File: config.mk
export PLATFORM = sky130hd
export DESIGN_NAME = serial_frame_receiver_top
export DESIGN_NICKNAME = d
export VERILOG_FILES = /design/src/hw/rtl/sfr_pkg.sv /design/src/hw/rtl/serial_frame_receiver_top.sv
export SDC_FILE = /design/constraint.sdc
export NUM_CORES = 1
export LEC_CHECK = 0
export ABC_CLOCK_PERIOD_IN_PS = 6500
export BUFFER_PORTS_ARGS = -buffer_cell sky130_fd_sc_hd__buf_2
export CORE_MARGIN = 8
export CORE_UTILIZATION = 60
export CTS_CLUSTER_SIZE = 14
export DETAILED_ROUTE_END_ITERATION = 6
export PLACE_DENSITY = 0.86
export SLEW_MARGIN = 10
export SYNTH_ARGS = -nofsm -noshare
export SYNTH_HDL_FRONTEND = slang
export SYNTH_SLANG_ARGS = --single-unit
export TNS_END_PERCENT = 1
File: constraint.sdc
create_clock -name aclk -period 6.5 [get_ports aclk]
set_input_delay 0.325 -clock aclk [delete_from_list [all_inputs] [get_ports aclk]]
set_output_delay 0.325 -clock aclk [all_outputs]
set_load 0.01 [all_outputs]
File: src/hw/rtl/sfr_pkg.sv
// Shared definitions for the serial frame receiver: header codes, result
// status codes, sequencer states and default sizes. No dependencies.
`default_nettype none

package sfr_pkg;

    // Default frame store size in bytes (one extra entry is kept for overrun)
    localparam int BUFFER_BYTES_DEF = 32;

    // Fixed field widths
    localparam int BYTE_W   = 8;
    localparam int STATUS_W = 3;
    localparam int INDEX_W  = 6;
    localparam int LEN_W    = 9;   // header length byte plus a small offset
    localparam int TDATA_W  = 24;  // status, frame byte, index, padded to bytes

    // Header byte codes
    localparam logic [BYTE_W-1:0] HDR_EE = 8'hEE;
    localparam logic [BYTE_W-1:0] HDR_DD = 8'hDD;
    localparam logic [BYTE_W-1:0] HDR_AA = 8'hAA;

    // Result status codes
    localparam logic [STATUS_W-1:0] STS_PROGRESS = 3'd0;
    localparam logic [STATUS_W-1:0] STS_REJECT   = 3'd1;
    localparam logic [STATUS_W-1:0] STS_OVERFLOW = 3'd2;
    localparam logic [STATUS_W-1:0] STS_CSUM_ERR = 3'd3;
    localparam logic [STATUS_W-1:0] STS_ACCEPTED = 3'd4;

    // Frame kind codes
    localparam logic KIND_DATA = 1'b0;
    localparam logic KIND_CTRL = 1'b1;

    // Sequencer states
    typedef enum logic [2:0] {
        ST_IDLE,
        ST_OUT,
        ST_SUM_RD,
        ST_SUM_ACC,
        ST_EMIT_RD,
        ST_EMIT_LD
    } state_t;

    // Outcome of one received byte
    typedef enum logic [2:0] {
        OC_PROGRESS,
        OC_REJECT,
        OC_OVERFLOW,
        OC_CHECK,
        OC_EMIT
    } outcome_t;

endpackage

`default_nettype wire

File: src/hw/rtl/serial_frame_receiver_top.sv
// Serial frame receiver top level: frame store, byte counter, checksum walk
// and frame emission sequencer. Depends on sfr_pkg.
//
// The block takes one received byte per s_ transaction and stores it in a
// BUFFER_BYTES+1 entry frame store. A byte that does not complete a frame
// yields one result in the cycle right after it is accepted (accept, then
// present). A completed data frame first runs a checksum walk over the
// store's single read port (read, then accumulate, per byte) for bytes 0
// through length byte plus two; if the checksum matches, it then emits every
// stored byte (read, load, present), else one checksum error result.
// A control frame skips the walk. s_tready is high only while the sequencer
// is idle. The store needs no clearing after reset: every entry read has been
// written since the last restart.
`default_nettype none

module serial_frame_receiver_top
    import sfr_pkg::*;
#(
    parameter int BUFFER_BYTES = BUFFER_BYTES_DEF
) (
    input  wire logic               aclk,
    input  wire logic               aresetn,
    input  wire logic               s_tvalid,
    output logic                    s_tready,
    input  wire logic [BYTE_W-1:0]  s_tdata,   // [7:0] rx_byte
    output logic                    m_tvalid,
    input  wire logic               m_tready,
    output logic [TDATA_W-1:0]      m_tdata,   // [2:0] status, [10:3] frame_byte,
                                               // [16:11] byte_index, rest zero
    output logic                    m_tuser,   // [0] frame_kind
    output logic                    m_tlast    // last
);

    localparam int DEPTH  = BUFFER_BYTES + 1;
    localparam int ADDR_W = $clog2(DEPTH);
    localparam int CNT_W  = ADDR_W + 1;

    // Frame store
    logic [BYTE_W-1:0] mem [DEPTH];
    logic [BYTE_W-1:0] rd_data_reg;

    // Control and datapath registers
    state_t              state_reg, state_next;
    logic [ADDR_W-1:0]   byte_count_reg, byte_count_next;
    logic [ADDR_W-1:0]   ptr_reg, ptr_next;
    logic [ADDR_W-1:0]   len_reg, len_next;
    logic [CNT_W-1:0]    fcnt_reg, fcnt_next;
    logic [BYTE_W-1:0]   acc_reg, acc_next;
    logic [BYTE_W-1:0]   h0_reg, h0_next;
    logic [BYTE_W-1:0]   h1_reg, h1_next;
    logic [BYTE_W-1:0]   b3_reg, b3_next;
    logic [BYTE_W-1:0]   b5_reg, b5_next;
    logic                kind_reg, kind_next;
    logic [STATUS_W-1:0] out_status_reg, out_status_next;
    logic [BYTE_W-1:0]   out_byte_reg, out_byte_next;
    logic [INDEX_W-1:0]  out_index_reg, out_index_next;
    logic                out_last_reg, out_last_next;

    // Byte decode
    logic                s_xact;
    logic [ADDR_W-1:0]   wr_addr;
    logic [CNT_W-1:0]    cnt;
    logic [BYTE_W-1:0]   len_byte;
    logic [LEN_W-1:0]    data_len;
    logic [LEN_W-1:0]    ctrl_len;
    logic [LEN_W-1:0]    cnt_ext;
    logic                hdr_data;
    logic                hdr_ctrl;
    outcome_t            outcome;
    logic                emit_last;

    assign s_xact   = s_tvalid && s_tready;
    assign wr_addr  = (byte_count_reg > ADDR_W'(BUFFER_BYTES)) ? '0 : byte_count_reg;
    assign cnt      = CNT_W'(wr_addr) + CNT_W'(1);
    assign cnt_ext  = LEN_W'(cnt);
    // Length byte of a data frame may be the byte arriving now
    assign len_byte = (cnt == CNT_W'(6)) ? s_tdata : b5_reg;
    assign data_len = LEN_W'(len_byte) + LEN_W'(2);
    assign ctrl_len = LEN_W'(b3_reg) + LEN_W'(1);
    assign hdr_data = (h0_reg == HDR_EE) && ((h1_reg == HDR_EE) || (h1_reg == HDR_AA));
    assign hdr_ctrl = (h0_reg == HDR_DD) && (h1_reg == HDR_DD);
    assign emit_last = ((CNT_W'(ptr_reg) + CNT_W'(1)) == fcnt_reg);

    // Classify the received byte
    always_comb begin
        priority if (cnt == CNT_W'(1)) begin
            outcome = ((s_tdata != HDR_EE) && (s_tdata != HDR_DD)) ? OC_REJECT : OC_PROGRESS;
        end else if (cnt == CNT_W'(2)) begin
            outcome = ((s_tdata != HDR_EE) && (s_tdata != HDR_AA) && (s_tdata != HDR_DD))
                      ? OC_REJECT : OC_PROGRESS;
        end else if (cnt < CNT_W'(6)) begin
            outcome = OC_PROGRESS;
        end else if (cnt > CNT_W'(BUFFER_BYTES)) begin
            outcome = OC_OVERFLOW;
        end else if (hdr_data) begin
            outcome = (cnt_ext > data_len) ? OC_CHECK : OC_PROGRESS;
        end else if (hdr_ctrl) begin
            outcome = (cnt_ext > ctrl_len) ? OC_EMIT : OC_PROGRESS;
        end else begin
            outcome = OC_REJECT;
        end
    end

    // Next state
    always_comb begin
        state_next = state_reg;
        unique case (state_reg)
            ST_IDLE: begin
                if (s_xact) begin
                    unique case (outcome)
                        OC_CHECK: state_next = ST_SUM_RD;
                        OC_EMIT:  state_next = ST_EMIT_RD;
                        default:  state_next = ST_OUT;
                    endcase
                end
            end
            ST_OUT: begin
                if (m_tready) begin
                    state_next = out_last_reg ? ST_IDLE : ST_EMIT_RD;
                end
            end
            ST_SUM_RD:  state_next = ST_SUM_ACC;
            ST_SUM_ACC: begin
                if (ptr_reg == len_reg) begin
                    state_next = (acc_reg == rd_data_reg) ? ST_EMIT_RD : ST_OUT;
                end else begin
                    state_next = ST_SUM_RD;
                end
            end
            ST_EMIT_RD: state_next = ST_EMIT_LD;
            ST_EMIT_LD: state_next = ST_OUT;
            default:    state_next = ST_IDLE;
        endcase
    end

    // Datapath and port outputs
    always_comb begin
        byte_count_next = byte_count_reg;
        ptr_next        = ptr_reg;
        len_next        = len_reg;
        fcnt_next       = fcnt_reg;
        acc_next        = acc_reg;
        h0_next         = h0_reg;
        h1_next         = h1_reg;
        b3_next         = b3_reg;
        b5_next         = b5_reg;
        kind_next       = kind_reg;
        out_status_next = out_status_reg;
        out_byte_next   = out_byte_reg;
        out_index_next  = out_index_reg;
        out_last_next   = out_last_reg;

        s_tready = (state_reg == ST_IDLE);
        m_tvalid = (state_reg == ST_OUT);

        unique case (state_reg)
            ST_IDLE: begin
                if (s_xact) begin
                    // Capture header bytes as they pass
                    if (cnt == CNT_W'(1)) h0_next = s_tdata;
                    if (cnt == CNT_W'(2)) h1_next = s_tdata;
                    if (cnt == CNT_W'(4)) b3_next = s_tdata;
                    if (cnt == CNT_W'(6)) b5_next = s_tdata;

                    byte_count_next = ADDR_W'(cnt);
                    fcnt_next       = cnt;
                    ptr_next        = '0;
                    acc_next        = '0;
                    len_next        = ADDR_W'(data_len);
                    out_byte_next   = '0;
                    out_index_next  = '0;
                    out_last_next   = 1'b1;
                    kind_next       = KIND_DATA;
                    unique case (outcome)
                        OC_PROGRESS: out_status_next = STS_PROGRESS;
                        OC_REJECT: begin
                            out_status_next = STS_REJECT;
                            byte_count_next = '0;
                        end
                        OC_OVERFLOW: begin
                            out_status_next = STS_OVERFLOW;
                            byte_count_next = '0;
                        end
                        OC_CHECK: byte_count_next = '0;
                        OC_EMIT: begin
                            kind_next       = KIND_CTRL;
                            byte_count_next = '0;
                        end
                        default: out_status_next = STS_PROGRESS;
                    endcase
                end
            end
            ST_OUT: begin
                // Advance to the next stored byte once this one is taken
                if (m_tready && !out_last_reg) begin
                    ptr_next = ptr_reg + ADDR_W'(1);
                end
            end
            ST_SUM_RD: begin
            end
            ST_SUM_ACC: begin
                if (ptr_reg == len_reg) begin
                    ptr_next = '0;
                    if (acc_reg != rd_data_reg) begin
                        out_status_next = STS_CSUM_ERR;
                        out_byte_next   = '0;
                        out_index_next  = '0;
                        out_last_next   = 1'b1;
                        kind_next       = KIND_DATA;
                    end
                end else begin
                    acc_next = acc_reg ^ rd_data_reg;
                    ptr_next = ptr_reg + ADDR_W'(1);
                end
            end
            ST_EMIT_RD: begin
            end
            ST_EMIT_LD: begin
                out_status_next = STS_ACCEPTED;
                out_byte_next   = rd_data_reg;
                out_index_next  = INDEX_W'(ptr_reg);
                out_last_next   = emit_last;
            end
            default: begin
            end
        endcase
    end

    // Result port: kind reads zero except on accepted frame bytes
    assign m_tdata = {TDATA_W'(0)} | TDATA_W'({out_index_reg, out_byte_reg, out_status_reg});
    assign m_tuser = (out_status_reg == STS_ACCEPTED) ? kind_reg : 1'b0;
    assign m_tlast = out_last_reg;

    // Frame store write and registered read
    always_ff @(posedge aclk) begin
        if (s_xact) begin
            mem[wr_addr] <= s_tdata;
        end
        rd_data_reg <= mem[ptr_reg];
    end

    // Control registers
    always_ff @(posedge aclk) begin
        if (!aresetn) begin
            state_reg      <= ST_IDLE;
            byte_count_reg <= '0;
        end else begin
            state_reg      <= state_next;
            byte_count_reg <= byte_count_next;
        end
    end

    // Payload registers
    always_ff @(posedge aclk) begin
        ptr_reg        <= ptr_next;
        len_reg        <= len_next;
        fcnt_reg       <= fcnt_next;
        acc_reg        <= acc_next;
        h0_reg         <= h0_next;
        h1_reg         <= h1_next;
        b3_reg         <= b3_next;
        b5_reg         <= b5_next;
        kind_reg       <= kind_next;
        out_status_reg <= out_status_next;
        out_byte_reg   <= out_byte_next;
        out_index_reg  <= out_index_next;
        out_last_reg   <= out_last_next;
    end

endmodule

`default_nettype wire

==> results of run 1 <==
cells in the final DEF (no fill, tap or decap), types with 18 or more instances in the layout:
cell | netlist | final
edfxtp_1 | 341 | 341
mux4_2 | 80 | 80
nor2_1 | 67 | 67
nand2_1 | 41 | 41
clkbuf_16 | 0 | 37
buf_2 | 2 | 32
o21ai_0 | 28 | 28
xnor2_1 | 23 | 23
and2_1 | 22 | 22
ha_1 | 19 | 19
nand3_1 | 18 | 18
power groups by stage:
stage | Sequential [mW] | Combinational (mW) | Clock (mW)
2_1_floorplan | 2.62 | 0.194 | 0
3_3_place_gp | 2.63 | 0.287 | 0
3_5_place_dp | 2.63 | 0.295 | 0
4_1_cts | 2.58 | 0.299 | 1.95
5_1_grt | 2.58 | 0.318 | 2.04
6_report | 2.58 | 0.297 | 1.93
stage by stage:
stage | cells | hold WS [ns] | util [%] | worst slack, ns
after floorplan | 866 | 0.422 | - | 1.72
after detailed placement | 1193 | 0.435 | 62.2 | 1.02
after global routing | 1254 | 0.136 | 66.5 | 0.524
after global placement | 1193 | 0.434 | 62.2 | 1.22
after CTS | 1254 | 0.116 | 66.5 | 0.985
final | 1254 | 0.137 | 66.5 | 0.831
final timing paths:
path / startpoint / end / slack, ns / depth (start not counted)
worst max register to register: byte_count_reg[5]$_SDFFE_PN0P_ / out_status_reg[0]$_DFFE_PP_ / 0.83 / 18
worst max-delay path: byte_count_reg[5]$_SDFFE_PN0P_ / out_status_reg[0]$_DFFE_PP_ / 0.83 / 18
worst min-delay path: aresetn / state_reg[0]$_SDFFE_PN0P_ / 0.14 / 2
worst min register to register: mem[32][2]$_DFFE_PP_ / rd_data_reg[2]$_DFF_P_ / 0.45 / 2
area by class of cell:
type	count	area, um2
clock buffers	50	985
clock inverters	11	103
fillers	1560	8330
inverters	21	81.3
multi-input cells	444	4180
flip-flops and latches	358	10600
well taps	330	413
repair buffers	40	220
synthesized netlist by cell type (3+ instances only):
| cell | instances | share of area (%) |
|---|---|---|
| nor3_1 | 7 | 0.23 |
| o21ai_0 | 28 | 0.93 |
| a21oi_1 | 11 | 0.37 |
| or3_1 | 4 | 0.17 |
| or2_2 | 3 | 0.13 |
| nor4bb_1 | 4 | 0.27 |
| nand3_1 | 18 | 0.60 |
| mux2_2 | 5 | 0.38 |
| and3_1 | 7 | 0.29 |
| nand2b_1 | 6 | 0.25 |
| nor2_1 | 67 | 1.7 |
| xnor2_1 | 23 | 1.3 |
| inv_1 | 17 | 0.43 |
| dfxtp_1 | 17 | 2.3 |
| inv_2 | 3 | 0.075 |
| clkbuf_1 | 18 | 0.45 |
| nand4_1 | 11 | 0.46 |
| and2_1 | 22 | 0.92 |
| edfxtp_1 | 341 | 68 |
| nand2_1 | 41 | 1.0 |
| o211ai_1 | 4 | 0.20 |
| nor2b_1 | 5 | 0.21 |
| nand3b_1 | 4 | 0.20 |
| buf_1 | 14 | 0.35 |
| xor2_1 | 12 | 0.70 |
| o21a_1 | 4 | 0.20 |
| mux2i_1 | 12 | 0.80 |
| mux4_2 | 80 | 12 |
| ha_1 | 19 | 1.6 |
| buf_4 | 7 | 0.35 |
cells by family (layout without fill, tap and decap cells):
logic type / after synthesis / count (layout)
DFF: 358 / 358
xor gates and xnor gates: 37 / 37
muxes: 99 / 99
and+or+nand+nor: 212 / 212
buffers and inverters: 64 / 122
adders and majority gates: 19 / 19
AOI/OAI and AO/OA: 67 / 67
other: 1 / 10
metal layers:
layer,part of all wire [%],routed length (um),global-route usage (%)
met3,9.2,2860,5.27
met4,3.5,1100,8.48
met5,0,0,0
met2,49,15100,33.4
met1,39,12000,26.9
==> results.md, run 1 <==
* Status: complete, no violations
* XOR/XNOR Fraction of Synth Area at 2.30%
* Die Area at 30300 um2
* I/O Buffers at 32
* Total Negative Setup Slacks at 0 ns
* Initial Util at 60.3%
* Delay-heaviest family, CP: simple AND/OR/NAND/NOR gates
* Max Freq at 0.176 GHz
* Cell variety after synth at 64
* Final min period at 5.67 ns
* Register area share after synthesis at 70.5%
* First-pass GRT wire length at 47.7 mm
* Largest net degree at the start of global routing at 70
* Root buffer selected by CTS: clkbuf_16
* Net Sw Frac at 20.7%
* Max_slew headroom at 26.1%
* Critical Path Fanout Max at 13
* Number of synthesized flops with an enable pin at 341
* I/O pins at 40
* Data required, critical path at 6.68 ns
* GRT Residual Overflow at 0
* Setup CP Type: reg -> reg
* Die W at 174 um
* PwrDens at 290 nW/um2
* Detailed Place HPWL at 18.9 mm
* Post-Syn Area at 15000 um2
* Post-cts repair resize count at 0
* Complex-gate fraction of the synthesized area at 2.99%
* Setup crit start kind: flip-flop
* Clock Sinks at 358
* Clk slew on worst S/H paths at 0.06 ns
* Routability congestion estimate at 0.955
* # DRC at 0
* Post-CTS Hold Buffers at 0
* Final net count at 932
* Postcts setup bufs at 0
* Post-synthesis mux area share at 13.5%
* Share of power burned in registers at 53.6%
* Part of the power in the clock network at 40.2%
* Largest family of logic cells by synthesized area: multiplexers
* Pleak at 5.42 nW
* CP dominant cell by count: ha_1
* Design area at 16600 um2
* Post-synthesis async set-or-reset flop share at 0%
* Final count of pins violating max slew at 0
* Worst path slowest cell: nor2_1
* DRT iter0 DRCs at 922
* Vias in the first global route at 7971
* Cell internal pwr at 3.82 mW
* Core Area at 24900 um2
* Combinational share of power at 6.2%
* Simple-gate share of the synthesized area at 7.24%
* Clock latency on the worst-skew pair at 0.51 ns
* P_sw at 0.993 mW
* Crit-path cells: nand2b_1, inv_1, ha_1, and3_4, mux2i_4, nand3_1, nor2_1, mux2_2, ha_1, inv_1, ha_1, o21ai_0, nand2b_1, a21oi_1, a2111oi_2, a2111oi_1, or4_4, o2bb2ai_1
* Final setup fails at 0
* Post-Route WL at 31.1 mm
* DRT Pass-1 Iters at 5
* #FFs+latches synth at 358
* Maximum Capacitance Violations at 0
* Data arrival time of the critical path at 5.85 ns
* Setup Skew at 0.0128 ns
* Via-to-Cell Ratio at 6.38
* CTS H-tree lvls at 2
* CTS Buf Count at 36
* GRT Overall Usage at 20.8%
* Worst-case clock buffer depth at 3
* Mapped Avg Cell Area at 17.5 um2
* Ant. Diodes at 0
* Worst-Margin Slew at 1.10 ns
* Synth warn at 0
* Most flop-heavy register: mem
* Rows at 58
* DP Area at 15500 um2
* RSZ-0062 raised after global routing: no
* Gate Count Post-Synth at 857
* Post-synth top flop: edfxtp_1
* Final Cycle Share at 87.2%
* CTS tree: done
* WL per Instance at 24.8 um
* Final Hold Viols at 0
* Worst vdd ir at 0.000229 V
* Share of cells above drive strength 1 at 20.2%
* Vias at 7995
* Worst Path Buf+Inv at 2
* Total Power at 4.81 mW
* Critical Path End Type: flip-flop
* Die Y-Extent at 174 um
* Max FFs per register at 264
* Initial antenna violation count at 0
* Number of routed nets with antenna violations at 0
* Synth Area in Adders at 1.58%
* Max incr delay on CP at 0.60 ns
* Min-Delay Path Class: in -> reg
* Area delta synth->final at 10.4%
(Power assumes the default switching activity.)
==> run 2, diff against run 1 <==
--- a/config.mk
+++ b/config.mk
@@ -6,7 +6,7 @@
 export NUM_CORES = 1
 export LEC_CHECK = 0
 export ABC_CLOCK_PERIOD_IN_PS = 6500
-export BUFFER_PORTS_ARGS = -buffer_cell sky130_fd_sc_hd__buf_2
+export BUFFER_PORTS_ARGS = -buffer_cell sky130_fd_sc_hd__clkbuf_2
 export CORE_MARGIN = 8
 export CORE_UTILIZATION = 60
 export CTS_CLUSTER_SIZE = 14
==> results.md, run 2 (synthesis gave the netlist of run 1 again) <==
* Status: complete, no violations
* Data required, critical path at 6.86 ns
* Setup crit start kind: flip-flop
* Worst vdd ir at 0.000217 V
* Data arrival time of the critical path at 6.01 ns
* Final Cycle Share at 86.8%
* Final Hold Viols at 0
* Post-Route WL at 31.9 mm
* Final min period at 5.64 ns
* Worst-Margin Slew at 1.17 ns
* Final setup fails at 0
* Final count of pins violating max slew at 0
* First-pass GRT wire length at 48.6 mm
* Total Negative Setup Slacks at 0 ns
* Min-Delay Path Class: in -> reg
* I/O pins at 40
* Area delta synth->final at 10.9%
* Cell internal pwr at 3.92 mW
* Core Area at 24900 um2
* DP Area at 15500 um2
* Number of routed nets with antenna violations at 0
* CTS tree: done
* PwrDens at 297 nW/um2
* Reg-to-reg setup timing slack at 0.86 ns
* Max Freq at 0.177 GHz
* P_sw at 1.03 mW
* Vias at 8009
* Setup Skew at 0.0176 ns
* Die Y-Extent at 174 um
* Routability congestion estimate at 0.967
* Max FFs per register at 264
* Post-CTS Hold Buffers at 0
* Vias in the first global route at 7933
* Initial Util at 60.3%
* Postcts setup bufs at 0
* Clock Sinks at 358
* Final net count at 932
* Die Area at 30300 um2
* CTS Buf Count at 36
* Die W at 174 um
* Commonest non-fill, non-tap cell in the layout: edfxtp_1
* Worst-case clock buffer depth at 3
* Share of power burned in registers at 52.3%
* Initial antenna violation count at 0
* Critical Path End Type: flip-flop
* CTS H-tree lvls at 2
* # DRC at 0
* Most flop-heavy register: mem
* Combinational share of power at 6.0%
* Detailed Place HPWL at 19.4 mm
* Max_slew headroom at 21.8%
* DRT Pass-1 Iters at 5
* Largest net degree at the start of global routing at 70
* GRT Residual Overflow at 0
* Share of cells above drive strength 1 at 20.8%
* Root buffer selected by CTS: clkbuf_16
* Pleak at 5.47 nW
* Most frequent cells in the layout: edfxtp_1 (341), mux4_2 (80), nor2_1 (67)
* Rows at 58
* Setup CP Type: reg -> reg
* Maximum Capacitance Violations at 0
* GRT Overall Usage at 21.2%
* RSZ-0062 raised after global routing: no
* Post-cts repair resize count at 0
* I/O Buffers at 32
* WL per Instance at 25.4 um
* Design area at 16600 um2
* Via-to-Cell Ratio at 6.39
* Total Power at 4.94 mW
* Net Sw Frac at 20.8%
* Clock latency on the worst-skew pair at 0.52 ns
* Part of the power in the clock network at 41.7%
* Critical Path Fanout Max at 13
* Ant. Diodes at 0
* Clk slew on worst S/H paths at 0.06 ns
* DRT iter0 DRCs at 912
## run 2: cell count changes in the layout (fill, tap and decap cells not counted), moves of 2 or more
cell,change
bufinv_16,+2
buf_2,-32
clkbuf_1,-7
clkbuf_2,+32
clkinv_1,+2
## run 2: routing by layer
metal	global-route usage, %	up-vias	part of all wire (%)
met5	0	-	0
met4	6.77	0	3.0
met3	4.84	82	9.6
met2	34.3	433	49
met1	28.3	4055	39
li1	-	3439	-
## run 2: worst paths after layout
kind         cells past startpoint                           start                              to
max                             18  byte_count_reg[5]$_SDFFE_PN0P_  byte_count_reg[1]$_SDFFE_PN0P_
min                              2                         aresetn       state_reg[0]$_SDFFE_PN0P_
max reg2reg                     18  byte_count_reg[5]$_SDFFE_PN0P_  byte_count_reg[1]$_SDFFE_PN0P_
min reg2reg                      2            mem[32][1]$_DFFE_PP_          rd_data_reg[1]$_DFF_P_
## run 2: layout make-up
cell class | instances | area (um2)
Clock buffer | 44 | 983
Clock inverter | 17 | 191
Tap cell | 330 | 413
Timing Repair Buffer | 40 | 220
Inverter | 21 | 81.3
Multi-Input combinational cell | 444 | 4180
Sequential cell | 358 | 10600
Fill cell | 1545 | 8240
## run 2: power by group through the flow
stage	Clock, mW	Sequential [mW]	Combinational [mW]
after global placement	0	2.63	0.283
after floorplan	0	2.62	0.194
after detailed placement	0	2.63	0.291
after global routing	2.16	2.59	0.315
final	2.06	2.58	0.297
after CTS	2.08	2.58	0.297
## run 2: stage by stage
stage                     util (%)  worst slack (ns)  hold WS, ns  cells
after global routing          66.9             0.539        0.154   1254
final                         66.9             0.856        0.134   1254
after global placement        62.2              1.23        0.434   1193
after CTS                     66.9             0.957        0.125   1254
after floorplan                  -              1.72        0.422    866
after detailed placement      62.2              1.01        0.447   1193
## run 2: critical path, cell delays in order, from the launching register on
cell and delay, ns:
dfxtp_1 0.42, nand2b_1 0.29, inv_1 0.22, ha_1 0.29, and3_4 0.23, mux2i_4 0.41
nand3_1 0.25, nor2_1 0.62, mux2_2 0.46, ha_1 0.21, inv_1 0.11, a21o_1 0.11
xnor2_1 0.08, ha_1 0.29, nand2_1 0.11, a2111oi_2 0.40, a2111oi_1 0.14, o31ai_1 0.68
o21ai_0 0.19
==> run 3, diff against run 2 <==
--- a/config.mk
+++ b/config.mk
@@ -7,11 +7,13 @@
 export LEC_CHECK = 0
 export ABC_CLOCK_PERIOD_IN_PS = 6500
 export BUFFER_PORTS_ARGS = -buffer_cell sky130_fd_sc_hd__clkbuf_2
+export CELL_PAD_IN_SITES_DETAIL_PLACEMENT = 0
+export CELL_PAD_IN_SITES_GLOBAL_PLACEMENT = 1
 export CORE_MARGIN = 8
-export CORE_UTILIZATION = 60
+export CORE_UTILIZATION = 54
 export CTS_CLUSTER_SIZE = 14
 export DETAILED_ROUTE_END_ITERATION = 6
-export PLACE_DENSITY = 0.86
+export PLACE_DENSITY = 0.88
 export SLEW_MARGIN = 10
 export SYNTH_ARGS = -nofsm -noshare
 export SYNTH_HDL_FRONTEND = slang
==> results.md, run 3 (synthesis gave the netlist of run 1 again) <==
* Post-CTS Hold Buffers at 0
* Share of power burned in registers at 53.4%
* Core Area at 27600 um2
* Worst-Margin Slew at 1.18 ns
* Setup crit start: byte_count_reg[5]$_SDFFE_PN0P_
* WL per Instance at 23.3 um
* Final min period at 5.62 ns
* CTS tree: done
* Final Hold Viols at 0
* Max Freq at 0.178 GHz
* Ant. Diodes at 0
* Die W at 183 um
* Critical Path Sink: out_status_reg[2]$_DFFE_PP_
* Crit-path cells: nand2b_1, inv_1, ha_1, and3_4, mux2i_4, nand3_1, nor2_1, mux2_2, ha_1, inv_1, ha_1, o21ai_0, nand2b_1, a21oi_1, a2111oi_2, a2111oi_1, or4_4, o2bb2ai_1
* Max FFs per register at 264
* CTS Buf Count at 36
* DRT Pass-1 Iters at 5
* Min-Delay Path Class: in -> reg
* Number of routed nets with antenna violations at 0
* Area delta synth->final at 11.0%
* Most flop-heavy register: mem
* Net Sw Frac at 21.5%
* Most frequent cells in the layout: edfxtp_1 (341), mux4_2 (80), nor2_1 (67)
* Vias at 7669
* Worst path slowest cell: nor2_1
* Clock Sinks at 358
* GRT Overall Usage at 18.5%
* Design area at 16700 um2
* GRT Residual Overflow at 0
* CTS H-tree lvls at 2
* Post-cts repair resize count at 0
* Setup Skew at 0.0192 ns
* Critical Path End Type: flip-flop
* Setup crit start kind: flip-flop
* Die Y-Extent at 183 um
* Fin util at 60.4%
* RSZ-0062 raised after global routing: no
* Share of cells above drive strength 1 at 20.9%
* Detailed Place HPWL at 18.8 mm
* Worst-case clock buffer depth at 3
* PwrDens at 290 nW/um2
* Combinational share of power at 6.1%
* Data arrival time of the critical path at 5.81 ns
* Clk slew on worst S/H paths at 0.06 ns
* Pleak at 5.46 nW
* Total Negative Setup Slacks at 0 ns
* R2r endpoint: out_status_reg[2]$_DFFE_PP_
* Hold_ws at 0.0913 ns
* Post-Route WL at 30.5 mm
* Commonest non-fill, non-tap cell in the layout: edfxtp_1
* Data required, critical path at 6.70 ns
* Initial Util at 54.5%
* Setup CP Type: reg -> reg
* Maximum Capacitance Violations at 0
* I/O pins at 40
* Final count of pins violating max slew at 0
* Fillers at 1957
* Final setup fails at 0
* CP dominant cell by count: ha_1
* Rows at 61
* Cell internal pwr at 3.80 mW
* Vias in the first global route at 7723
* Final net count at 934
* Part of the power in the clock network at 40.6%
* Initial antenna violation count at 0
* DP Area at 15500 um2
* Max_slew headroom at 20.6%
* Reg-to-reg setup timing slack at 0.88 ns
* Worst vdd ir at 0.000267 V
* Status: complete, no violations
* Via-to-Cell Ratio at 5.87
* Postcts setup bufs at 0
* Final Cycle Share at 86.4%
* DRT iter0 DRCs at 755
* Clock latency on the worst-skew pair at 0.53 ns
* Die Area at 33400 um2
* Reg2Reg Launch Point: byte_count_reg[5]$_SDFFE_PN0P_
* I/O Buffers at 32
* Largest net degree at the start of global routing at 70
* Max incr delay on CP at 0.65 ns
* P_sw at 1.04 mW
* # DRC at 0
* R2R cell count at 18
* First-pass GRT wire length at 46.9 mm
* Routability congestion estimate at 0.863
* Root buffer selected by CTS: clkbuf_16
* Critical Path Fanout Max at 13
run 3: cell count changes in the layout (fill, tap and decap cells not counted), sizes merged:
cell,before,now
buf,8,10
bufinv,4,2
clkbuf,76,78
clkinv,12,14
inv,21,23
clkinvlp,1,0
run 3: power groups by stage:
| stage | registers (mW) | clock network (mW) | logic, mW |
|---|---|---|---|
| 3_5_place_dp | 2.63 | 0 | 0.295 |
| 2_1_floorplan | 2.62 | 0 | 0.194 |
| 6_report | 2.58 | 1.96 | 0.293 |
| 5_1_grt | 2.58 | 2.07 | 0.315 |
| 3_3_place_gp | 2.63 | 0 | 0.290 |
| 4_1_cts | 2.58 | 1.99 | 0.297 |
run 3: metal layers:
metal / track usage, % / wire (um)
met1: 26.0 / 13100
met2: 29.4 / 14700
met3: 3.26 / 2100
met4: 5.61 / 637
met5: 0 / 0
run 3: final cells by class:
cell class                 instances  area, um2  share of cell area, %
clock buffer                      46        938                   5.63
tap                              378        473                   2.84
timing repair buffer              42        235                   1.41
sequential                       358      10600                   63.5
clock inverter                    18        169                   1.01
multi-input combinational        444       4180                   25.1
inverter                          21       81.3                  0.488
run 3: worst min path at each step:
stage | depth (start not counted) | start | to | slack (ns)
after global placement | 2 | mem[32][4]$_DFFE_PP_ | rd_data_reg[4]$_DFF_P_ | 0.43
after global routing | 2 | aresetn | state_reg[0]$_SDFFE_PN0P_ | 0.11
after floorplan | 2 | mem[32][0]$_DFFE_PP_ | rd_data_reg[0]$_DFF_P_ | 0.42
after CTS | 2 | aresetn | state_reg[0]$_SDFFE_PN0P_ | 0.09
after detailed placement | 2 | mem[32][6]$_DFFE_PP_ | rd_data_reg[6]$_DFF_P_ | 0.44
final | 2 | aresetn | state_reg[0]$_SDFFE_PN0P_ | 0.09
run 3: through the flow:
step,total power [mW],std cells,setup slack (ns)
4_1_cts,4.86,1307,0.954
3_3_place_gp,2.92,1243,1.18
2_1_floorplan,2.82,866,1.72
6_report,4.83,1307,0.881
5_1_grt,4.97,1307,0.554
3_5_place_dp,2.92,1243,0.975
run 3: critical path: cells and delay by family (launching register included):
family          cells  cell delay (ns)
buf+inv             2             0.27
mux                 2             0.83
compound gates      5             1.15
flops               1             0.42
simple gates        6             1.75
fa+ha+maj           3             0.87
